`config.mk`:
```
export PLATFORM = sky130hd
export DESIGN_NAME = matd_blend
export DESIGN_NICKNAME = d
export VERILOG_FILES = /design/src/rtl/core/matd_pkg.sv /design/src/rtl/core/matd_blend.sv
export SDC_FILE = /design/constraint.sdc
export NUM_CORES = 1
export LEC_CHECK = 0
export BUFFER_PORTS_ARGS = -buffer_cell sky130_fd_sc_hd__buf_2
export CAP_MARGIN = 20
export CORE_AREA = 2 2 194 196
export DETAILED_ROUTE_END_ITERATION = 10
export DIE_AREA = 0 0 196 198
export PLACE_DENSITY = 0.6
export REMOVE_ABC_BUFFERS = 1
export SLEW_MARGIN = 30
export SYNTH_ARGS = -nofsm -noshare
export SYNTH_HDL_FRONTEND = slang
export SYNTH_SLANG_ARGS = --single-unit
```
`constraint.sdc`:
```
create_clock -name clk -period 11.6 [get_ports clk]
set_clock_uncertainty 0.15 [all_clocks]
set_input_delay 0.58 -clock clk [delete_from_list [all_inputs] [get_ports clk]]
set_output_delay 0.58 -clock clk [all_outputs]
set_load 0.05 [all_outputs]
```
`src/rtl/core/matd_pkg.sv`:
```
`timescale 1ns / 1ps
`default_nettype none
// ----------------------------------------------------------------------------
// matd_pkg
// Shared types and constants of the motion adaptive temporal denoiser.
// ----------------------------------------------------------------------------
package matd_pkg;

  // configuration register indexes
  typedef enum logic [1:0] {
    CFG_WIDTH  = 2'd0,
    CFG_HEIGHT = 2'd1,
    CFG_SLOPE  = 2'd2,
    CFG_OFFSET = 2'd3
  } cfg_index_t;

  localparam int PIX_W      = 8;
  localparam int MIN_HEIGHT = 4;
  // rows 0..EDGE_ROWS-1 and the last EDGE_ROWS rows pass through
  localparam int EDGE_ROWS  = 2;
  // first input row that releases a filtered row (two rows above it)
  localparam int FILT_START = 4;

  // alpha limits in Q8.8: 0.1 rounded, and 1.0
  localparam int ALPHA_FLOOR = 26;
  localparam int ALPHA_ONE   = 256;
  localparam int ROUND_HALF  = 128;

  // current pixel, previous frame pixel and the vertical neighbours
  typedef struct packed {
    logic [PIX_W-1:0] cur;
    logic [PIX_W-1:0] prev;
    logic [PIX_W-1:0] b2;
    logic [PIX_W-1:0] b1;
    logic [PIX_W-1:0] a1;
    logic [PIX_W-1:0] a2;
  } taps_t;

endpackage
`default_nettype wire

```
`src/rtl/core/matd_blend.sv`:
```
`timescale 1ns / 1ps
`default_nettype none
// ----------------------------------------------------------------------------
// matd_blend
// Two-stage blend datapath: motion weight, then blend, range clamp and round.
// ----------------------------------------------------------------------------
module matd_blend (
  input  wire logic                   clk,
  input  wire logic                   load_c,
  input  wire logic                   load_d,
  input  wire logic signed [15:0]     slope,
  input  wire logic signed [15:0]     offset,
  input  wire matd_pkg::taps_t        taps,
  output      logic [matd_pkg::PIX_W-1:0] pix
);

  localparam int PW = matd_pkg::PIX_W;

  logic signed [PW:0]     diff;
  logic [PW-1:0]          abs_diff;
  logic signed [PW+16:0]  weight_prod;
  logic signed [PW+17:0]  weight_calc;
  logic [PW-1:0]          lo_calc;
  logic [PW-1:0]          hi_calc;

  logic signed [PW+17:0]  c_weight;
  logic signed [PW:0]     c_diff;
  logic [PW-1:0]          c_prev;
  logic [PW-1:0]          c_lo;
  logic [PW-1:0]          c_hi;

  logic [PW:0]            alpha;
  logic signed [2*PW+2:0] blend_prod;
  logic signed [2*PW+3:0] blend_val;
  logic signed [2*PW+3:0] lo_val;
  logic signed [2*PW+3:0] hi_val;
  logic signed [2*PW+3:0] clamp_val;
  logic signed [2*PW+3:0] round_val;

  function automatic logic [PW-1:0] min2(input logic [PW-1:0] a, input logic [PW-1:0] b);
    return (a < b) ? a : b;
  endfunction

  function automatic logic [PW-1:0] max2(input logic [PW-1:0] a, input logic [PW-1:0] b);
    return (a > b) ? a : b;
  endfunction

  // stage C: temporal difference, motion weight before clamping and neighbour range
  always_comb begin
    diff        = $signed({1'b0, taps.cur}) - $signed({1'b0, taps.prev});
    abs_diff    = diff[PW] ? PW'(-diff) : PW'(diff);
    weight_prod = $signed({1'b0, abs_diff}) * slope;
    weight_calc = (PW+18)'(weight_prod) + (PW+18)'(offset);
    lo_calc     = min2(min2(min2(taps.a1, taps.b1), taps.cur), min2(taps.a2, taps.b2));
    hi_calc     = max2(max2(max2(taps.a1, taps.b1), taps.cur), max2(taps.a2, taps.b2));
  end

  always_ff @(posedge clk) begin
    if (load_c) begin
      c_weight <= weight_calc;
      c_diff   <= diff;
      c_prev   <= taps.prev;
      c_lo     <= lo_calc;
      c_hi     <= hi_calc;
    end
  end

  // stage D: clamp alpha, blend prev toward cur, clamp to the neighbour range
  always_comb begin
    if (c_weight < (PW+18)'(matd_pkg::ALPHA_FLOOR)) begin
      alpha = (PW+1)'(matd_pkg::ALPHA_FLOOR);
    end else if (c_weight > (PW+18)'(matd_pkg::ALPHA_ONE)) begin
      alpha = (PW+1)'(matd_pkg::ALPHA_ONE);
    end else begin
      alpha = c_weight[PW:0];
    end
    blend_prod = $signed({1'b0, alpha}) * c_diff;
    blend_val  = $signed({4'b0, c_prev, 8'b0}) + (2*PW+4)'(blend_prod);
    lo_val     = $signed({4'b0, c_lo, 8'b0});
    hi_val     = $signed({4'b0, c_hi, 8'b0});
    clamp_val  = blend_val;
    if (clamp_val < lo_val) begin
      clamp_val = lo_val;
    end
    if (clamp_val > hi_val) begin
      clamp_val = hi_val;
    end
    round_val = clamp_val + (2*PW+4)'(matd_pkg::ROUND_HALF);
  end

  always_ff @(posedge clk) begin
    if (load_d) begin
      pix <= round_val[2*PW-1:PW];
    end
  end

endmodule
`default_nettype wire

```
==> results.cfg, run 1 <==
[sta]
fin_crit_sh_pct = 91.6
max_freq_ghz = 0.0941
hold_viol_final = 0
hold_ws_ps = 285
slew_headroom_pct = 37.2
worst_slew_pin_slew_ps = 937
fin_setup_tns_ps = 0
finalSetupViolations = 0
report.final.slew_viol_count = 0
final.setup.worst_slack_ps = 976
finalCriticalPeriod_ps = 10620
rsz0062_at_grt = false

[cts]
insertion_delay_ps = 340
postCtsSetupRepairBufs = 0
cts_buffers = 9
htreeDepth = 3
postCtsHoldBufs = 0
clkSinkCount = 67
root_buffer = clkbuf_16
cts_tree = built
clkSlewWorstSetupHoldPaths_ps = 70
cts_buffer_depth = 2

[run]
drv_cap = 0

[die]
dieWidth_um = 196
design.core.area_um2 = 37000
pin_count = 91
num_rows = 71
start_util_pct = 37.1
die_h_um = 198
die-area_um2 = 38800

[cells_and_area]
fin_cells = 2024
fin_nets = 1993
drive_gt1_share_pct = 9.75
syn_to_final_growth_pct = 9.42

[critical_path]
max_stage_delay_ps = 540
endpoint_kind = flip-flop
critPathKind = flip-flop to flip-flop
worst_path_most_repeated_cell = fa_1
critPathMaxFanout = 20
crit_slowest_cell = fa_1
critPathLaunchType = flip-flop
required_ps = 11540
crit_arrival_ps = 10560

[yosys]
ys_warn_count = 0
synthCells = 1464
yosysSeqAreaShare_pct = 14.7
synthArstFlopShare_pct = 0
synth.ff_latch_count = 67
syn_area_um2 = 13700
yosysUniqueCellTypes = 71
synth_ff_type = edfxtp_1
syn_area_per_cell_um2 = 9.38
synth_edf_count = 67

[grt]
grt_usage_pct = 16.2
grt_max_degree = 60
grt_pass1_vias = 10100
grt_pass1_wl_um = 50800
overflow = 0
antenna_found_initial = 2

[placed_design]
place_worst_setup_slack_ps = 586
dp_cells = 2005
place.gp.congestion = 0.899
io_buffers = 90
hpwl_um = 25700

[routing]
top_layer = met4
wire_per_inst_um = 14.9
drt-met1-wl_um = 14100
drt_iter0_drc = 288
drc = 0
vias = 9948
wl_met3_um = 432
wl_met2_um = 15500
drt-total-wl_um = 30200
dr.pass1.iters = 5
vias_per_cell = 4.92
ant_nets = 0

[run_status]
status = finished clean

[worst_hold_path]
hp-class = input port to flip-flop
-- worst paths after layout --
check / from / end / slack, ps / cells past startpoint
setup / recovery: c_weight[22]$_DFFE_PP_ / pix[3]$_DFFE_PP_ / 980 / 39
setup reg to reg: c_weight[22]$_DFFE_PP_ / pix[3]$_DFFE_PP_ / 980 / 39
hold reg to reg: c_hi[7]$_DFFE_PP_ / pix[7]$_DFFE_PP_ / 470 / 2
hold / removal: taps[36] / c_prev[4]$_DFFE_PP_ / 290 / 1
-- state kept, by name (all words and copies together), names as in the netlist --
register and count:
c_weight 26, c_diff 9, c_hi 8, c_lo 8
c_prev 8, pix 8
-- cell usage after synthesis (10+ instances only) --
library cell	number	area (um2)
nor2b_1	76	475
nand2_1	113	424
nor2_1	51	191
a21oi_1	51	255
a21o_1	28	210
xnor2_1	40	350
mux2_2	17	191
ha_1	183	2290
nand2b_1	16	100
a211oi_1	13	97.6
o21a_1	16	120
clkbuf_1	20	75.1
mux2i_1	55	551
nor3_1	18	90.1
nand3_1	10	50.1
and3_1	14	87.6
edfxtp_1	67	2010
fa_1	184	3680
nand4_1	14	87.6
inv_1	304	1140
and2_1	39	244
o21ai_0	26	130
-- cells by family after synthesis --
logic type               Yosys count  share of synthesized area (%)
AO/OA/AOI/OAI                    188                           9.12
XOR/XNOR                          47                           3.00
adder cells (fa/ha/maj)          367                           43.5
buffers and inverters            335                           9.23
flip-flops                        67                           14.7
multiplexers                      74                           5.62
AND/OR/NAND/NOR                  386                           14.9
-- cell type report --
| type | instances | area, um2 |
|---|---|---|
| repair buffers | 99 | 515 |
| clock inverters | 7 | 61.3 |
| inverters | 304 | 1140 |
| fillers | 3663 | 21900 |
| flip-flops and latches | 67 | 2010 |
| diodes | 2 | 5.00 |
| multi-input cells | 1062 | 10500 |
| clock buffers | 9 | 225 |
| well taps | 474 | 593 |
-- stage by stage --
step	cell area (um2)	util (%)
after global placement	14700	39.8
after detailed placement	14700	39.8
after global routing	15000	40.6
after CTS	15000	40.6
after floorplan	13600	-
final	15000	40.6
-- worst max-delay path, delay by kind of cell (launching register included) --
family,cells,cell delay [ps]
AO/OA/AOI/OAI,14,2690
adder cells (fa/ha/maj),9,3990
buffers and inverters,2,90
flip-flops,1,360
multiplexers,1,360
AND/OR/NAND/NOR,13,2700
-- cells in the final DEF (no fill, tap or decap), types with 51 or more instances in the layout --
master    count
edfxtp_1     67
mux2i_1      55
nor2b_1      76
a21oi_1      51
buf_2        90
fa_1        184
ha_1        182
nand2_1     113
inv_1       304
nor2_1       51
-- repair_timing --
action,CTS,global route
hold endpoints to repair,0,0
endpoints found under the setup margin,0,8
gates resized for setup,0,4
-- routing by layer --
layer,track usage [%],vias up
met1,21.7,4916
met2,29.4,82
met4,2.81,0
met5,0,-
li1,-,4939
met3,0.903,11
Power of run 1 is left out: the tool's default activity adds up to more than one toggle a clock period on the data nets, which glitch-free logic cannot reach.
==> inputs of run 2 (changes only) <==
- CORE_AREA: 2 2 194 196 -> 2 2 156 158
- DIE_AREA: 0 0 196 198 -> 0 0 158 160
- PLACE_DENSITY: 0.6 -> 0.83
==> run 2 against run 1 <==
  * Utilization rose by 22 points
  * Cell count fell by 7.4%
  * Count of clock-buffer cells in the layout did not move
  * Fmax fell by 2.1%
  * Critical path type unchanged
  * Sequential share of layout area rose by 0.13 points
==> results.cfg, run 2 (synthesis gave the netlist of run 1 again) <==
[run_status]
status = finished clean

[grt]
grt_pass1_vias = 10600
overflow = 0
grt_pass1_wl_um = 49400
grt_max_degree = 60
antenna_found_initial = 4
grt_usage_pct = 24.2

[worst_hold_path]
hp-class = input port to flip-flop
worst_hold_path.endpoint = c_prev[1]$_DFFE_PP_
holdPathStages = 1
worstHoldStart = taps[33]

[routing]
ant_nets = 0
drt_iter0_drc = 674
dr.pass1.iters = 5
wire_per_inst_um = 15.7
drt-total-wl_um = 29400
vias = 10400
drc = 0
vias_per_cell = 5.52

[critical_path]
critPathLaunchType = flip-flop
crit_arrival_ps = 10800
reg2reg_depth = 36
reg2reg_from = c_weight[22]$_DFFE_PP_
critPathKind = flip-flop to flip-flop
critPathMaxFanout = 20
reg2reg_slack_ps = 750
crit_slowest_cell = ha_1
max_stage_delay_ps = 690
endpoint_kind = flip-flop
r2r_end = pix[3]$_DFFE_PP_
required_ps = 11540

[sta]
fin_setup_tns_ps = 0
rsz0062_at_grt = false
finalSetupViolations = 0
hold_ws_ps = 281
hold_viol_final = 0
report.final.slew_viol_count = 0
finalCriticalPeriod_ps = 10850
slew_headroom_pct = 34.5
fin_crit_sh_pct = 93.6
max_freq_ghz = 0.0921
worst_slew_pin_slew_ps = 977

[die]
num_rows = 57
die-area_um2 = 25300
design.core.area_um2 = 23800
dieWidth_um = 158
start_util_pct = 57.6
pin_count = 91
die_h_um = 160

[cts]
clkSlewWorstSetupHoldPaths_ps = 60
htreeDepth = 3
cts_buffers = 9
postCtsSetupRepairBufs = 0
clkSinkCount = 67
cts_tree = built
insertion_delay_ps = 340
cts_buffer_depth = 2
root_buffer = clkbuf_16

[cells_and_area]
syn_to_final_growth_pct = 8.35
drive_gt1_share_pct = 9.70
largest_register_ffs = 26
mostFrequentLayoutCell = inv_1
largestRegisters = c_weight (26), c_diff (9)
fin_nets = 1992
top_register = c_weight
fill_cells = 1925
layout_common_cells = inv_1 (304), fa_1 (184), ha_1 (183)

[placed_design]
place.gp.congestion = 0.877
io_buffers = 90
hpwl_um = 24600

[run]
drv_cap = 0
## run 2: changes by cell type in the layout (fill, tap and decap cells not counted), sizes merged
cell / before / now
clkbuf: 10 / 9
inv: 306 / 307
clkinv: 3 / 2
diode: 2 / 4
clkinvlp: 2 / 1
bufinv: 0 / 1
## run 2: what timing repair did
item                       CTS  global route
setup endpoints to repair    0             8
hold buffers                 0             0
gates resized for setup      0             2
## run 2: worst max-delay path: cells and delay by family, from the launching register on
family | cells | cell delay, ps
AO/OA/AOI/OAI | 13 | 2660
adder cells (fa/ha/maj) | 9 | 4330
flip-flops | 1 | 370
multiplexers | 1 | 360
AND/OR/NAND/NOR | 13 | 2750
## run 2: cell type report
class / instances / area, um2 / area share (%)
tap: 324 / 405 / 2.73
clock inverter: 7 / 83.8 / 0.564
multi-input combinational: 1062 / 10500 / 70.5
timing repair buffer: 98 / 510 / 3.43
sequential: 67 / 2010 / 13.5
inverter: 304 / 1140 / 7.67
clock buffer: 9 / 225 / 1.51
antenna: 4 / 10.0 / 0.0673
## run 2: per-layer routing
metal,vias up,wire length (um),GRT usage (%)
li1,4941,-,-
met1,5126,12600,32.3
met2,246,15100,41.6
met3,40,1120,2.39
met4,0,624,7.33
met5,-,0,0
## run 2: metrics by stage
step,instance area (um2),worst slack [ps],std cells,utilization [%]
floorplan,13600,1840,1433,-
global placement,14500,1020,1854,61.0
detailed placement,14500,565,1854,61.0
CTS,14800,500,1870,62.3
global route,14900,19.8,1874,62.4
finish,14900,747,1875,62.4
## run 2: worst max path at each step
stage                           startpoint               end  slack (ps)  depth (start not counted)
floorplan           c_weight[22]$_DFFE_PP_  pix[0]$_DFFE_PP_        1840                         36
global placement    c_weight[22]$_DFFE_PP_  pix[3]$_DFFE_PP_        1020                         36
detailed placement  c_weight[22]$_DFFE_PP_  pix[3]$_DFFE_PP_         560                         33
CTS                 c_weight[22]$_DFFE_PP_  pix[3]$_DFFE_PP_         500                         36
global route        c_weight[22]$_DFFE_PP_  pix[0]$_DFFE_PP_          20                         39
finish              c_weight[22]$_DFFE_PP_  pix[3]$_DFFE_PP_         750                         36
Power of run 2 is left out for the same reason.
==> inputs of run 3 (changes only) <==
- CORE_AREA: 2 2 156 158 -> 2 2 238 240
- DIE_AREA: 0 0 158 160 -> 0 0 240 242
- PLACE_DENSITY: 0.83 -> 0.45
==> run 3 against run 2 <==
  * Utilization down 35 points
  * Die area is 130% higher
  * Fmax is 1.3% higher
  * Routed wire length is 11% higher
  * Largest cell class unchanged
  * Non-clock buffer count up 1
==> results.cfg, run 3 (synthesis gave the netlist of run 1 again) <==
[die]
design.core.area_um2 = 55700
pin_count = 91
die-area_um2 = 58100
dieWidth_um = 240
num_rows = 87
die_h_um = 242
start_util_pct = 24.6

[cells_and_area]
mostFrequentLayoutCell = inv_1
top_register = c_weight
largest_register_ffs = 26
largestRegisters = c_weight (26), c_diff (9)
drive_gt1_share_pct = 9.69
fin_nets = 1993
layout_common_cells = inv_1 (304), fa_1 (184), ha_1 (182)
syn_to_final_growth_pct = 12.2

[placed_design]
hpwl_um = 27800
io_buffers = 90
place.gp.congestion = 0.816
place_worst_setup_slack_ps = 474

[critical_path]
cp_top_family = adder cells
endpoint_kind = flip-flop
cp_num_buf_inv = 0
required_ps = 11550
crit_slowest_cell = ha_2
critPathLaunchType = flip-flop
critPathKind = flip-flop to flip-flop
max_stage_delay_ps = 570
crit_arrival_ps = 10650
critPathMaxFanout = 20

[worst_hold_path]
hp-class = input port to flip-flop

[sta]
rsz0062_at_grt = false
report.final.slew_viol_count = 0
hold_viol_final = 0
worst_slew_pin_slew_ps = 951
max_freq_ghz = 0.0934
hold_ws_ps = 283
fin_crit_sh_pct = 92.3
final.setup.worst_slack_ps = 891
fin_setup_tns_ps = 0
slew_headroom_pct = 36.2
finalSetupViolations = 0
finalCriticalPeriod_ps = 10710

[grt]
grt_pass1_vias = 10600
gr-usage-met2_pct = 20.8
met1_usage_pct = 15.0
antenna_found_initial = 3
grt_usage_pct = 11.6
grt-busiest-layer = met2
use_met3_pct = 1.07
grt_max_degree = 60
overflow = 0
grt_pass1_wl_um = 54300

[cts]
clkSlewWorstSetupHoldPaths_ps = 60
cts_buffer_depth = 2
post_cts_resized = 0
cts_buffers = 9
postCtsSetupRepairBufs = 0
insertion_delay_ps = 340
clkSinkCount = 67
root_buffer = clkbuf_16
postCtsHoldBufs = 0
cts_tree = built
htreeDepth = 3

[routing]
vias = 9956
drt_iter0_drc = 241
drc = 0
ant_nets = 0
wire_per_inst_um = 14.2
drt-total-wl_um = 32700
vias_per_cell = 4.32
dr.pass1.iters = 5

[run]
drv_cap = 0

[run_status]
status = finished clean
[run 3: layout make-up]
| class | count | area (um2) |
|---|---|---|
| fillers | 6015 | 40300 |
| repair buffers | 99 | 515 |
| inverters | 304 | 1140 |
| flip-flops and latches | 67 | 2010 |
| well taps | 756 | 946 |
| multi-input cells | 1062 | 10500 |
| clock inverters | 7 | 83.8 |
| diodes | 1 | 2.50 |
| clock buffers | 9 | 225 |
[run 3: path summary, 6_finish.rpt]
path	from	slack [ps]	end	cells after the start
setup / recovery	c_weight[22]$_DFFE_PP_	890	pix[3]$_DFFE_PP_	36
hold / removal	taps[34]	280	c_prev[2]$_DFFE_PP_	1
setup reg to reg	c_weight[22]$_DFFE_PP_	890	pix[3]$_DFFE_PP_	36
hold reg to reg	c_hi[3]$_DFFE_PP_	460	pix[3]$_DFFE_PP_	1
[run 3: metrics by stage]
stage / cells / cell area (um2) / utilization [%]
after floorplan: 1433 / 13600 / -
after global placement: 2287 / 15100 / 27.0
after detailed placement: 2287 / 15100 / 27.0
after CTS: 2303 / 15400 / 27.6
after global routing: 2305 / 15400 / 27.6
final: 2305 / 15400 / 27.6
[run 3: metal layers]
layer,vias up,wire [um]
met2,70,16800
met1,4933,15200
li1,4929,-
met5,-,8
met4,2,299
met3,22,384
Power of run 3 is left out for the same reason.
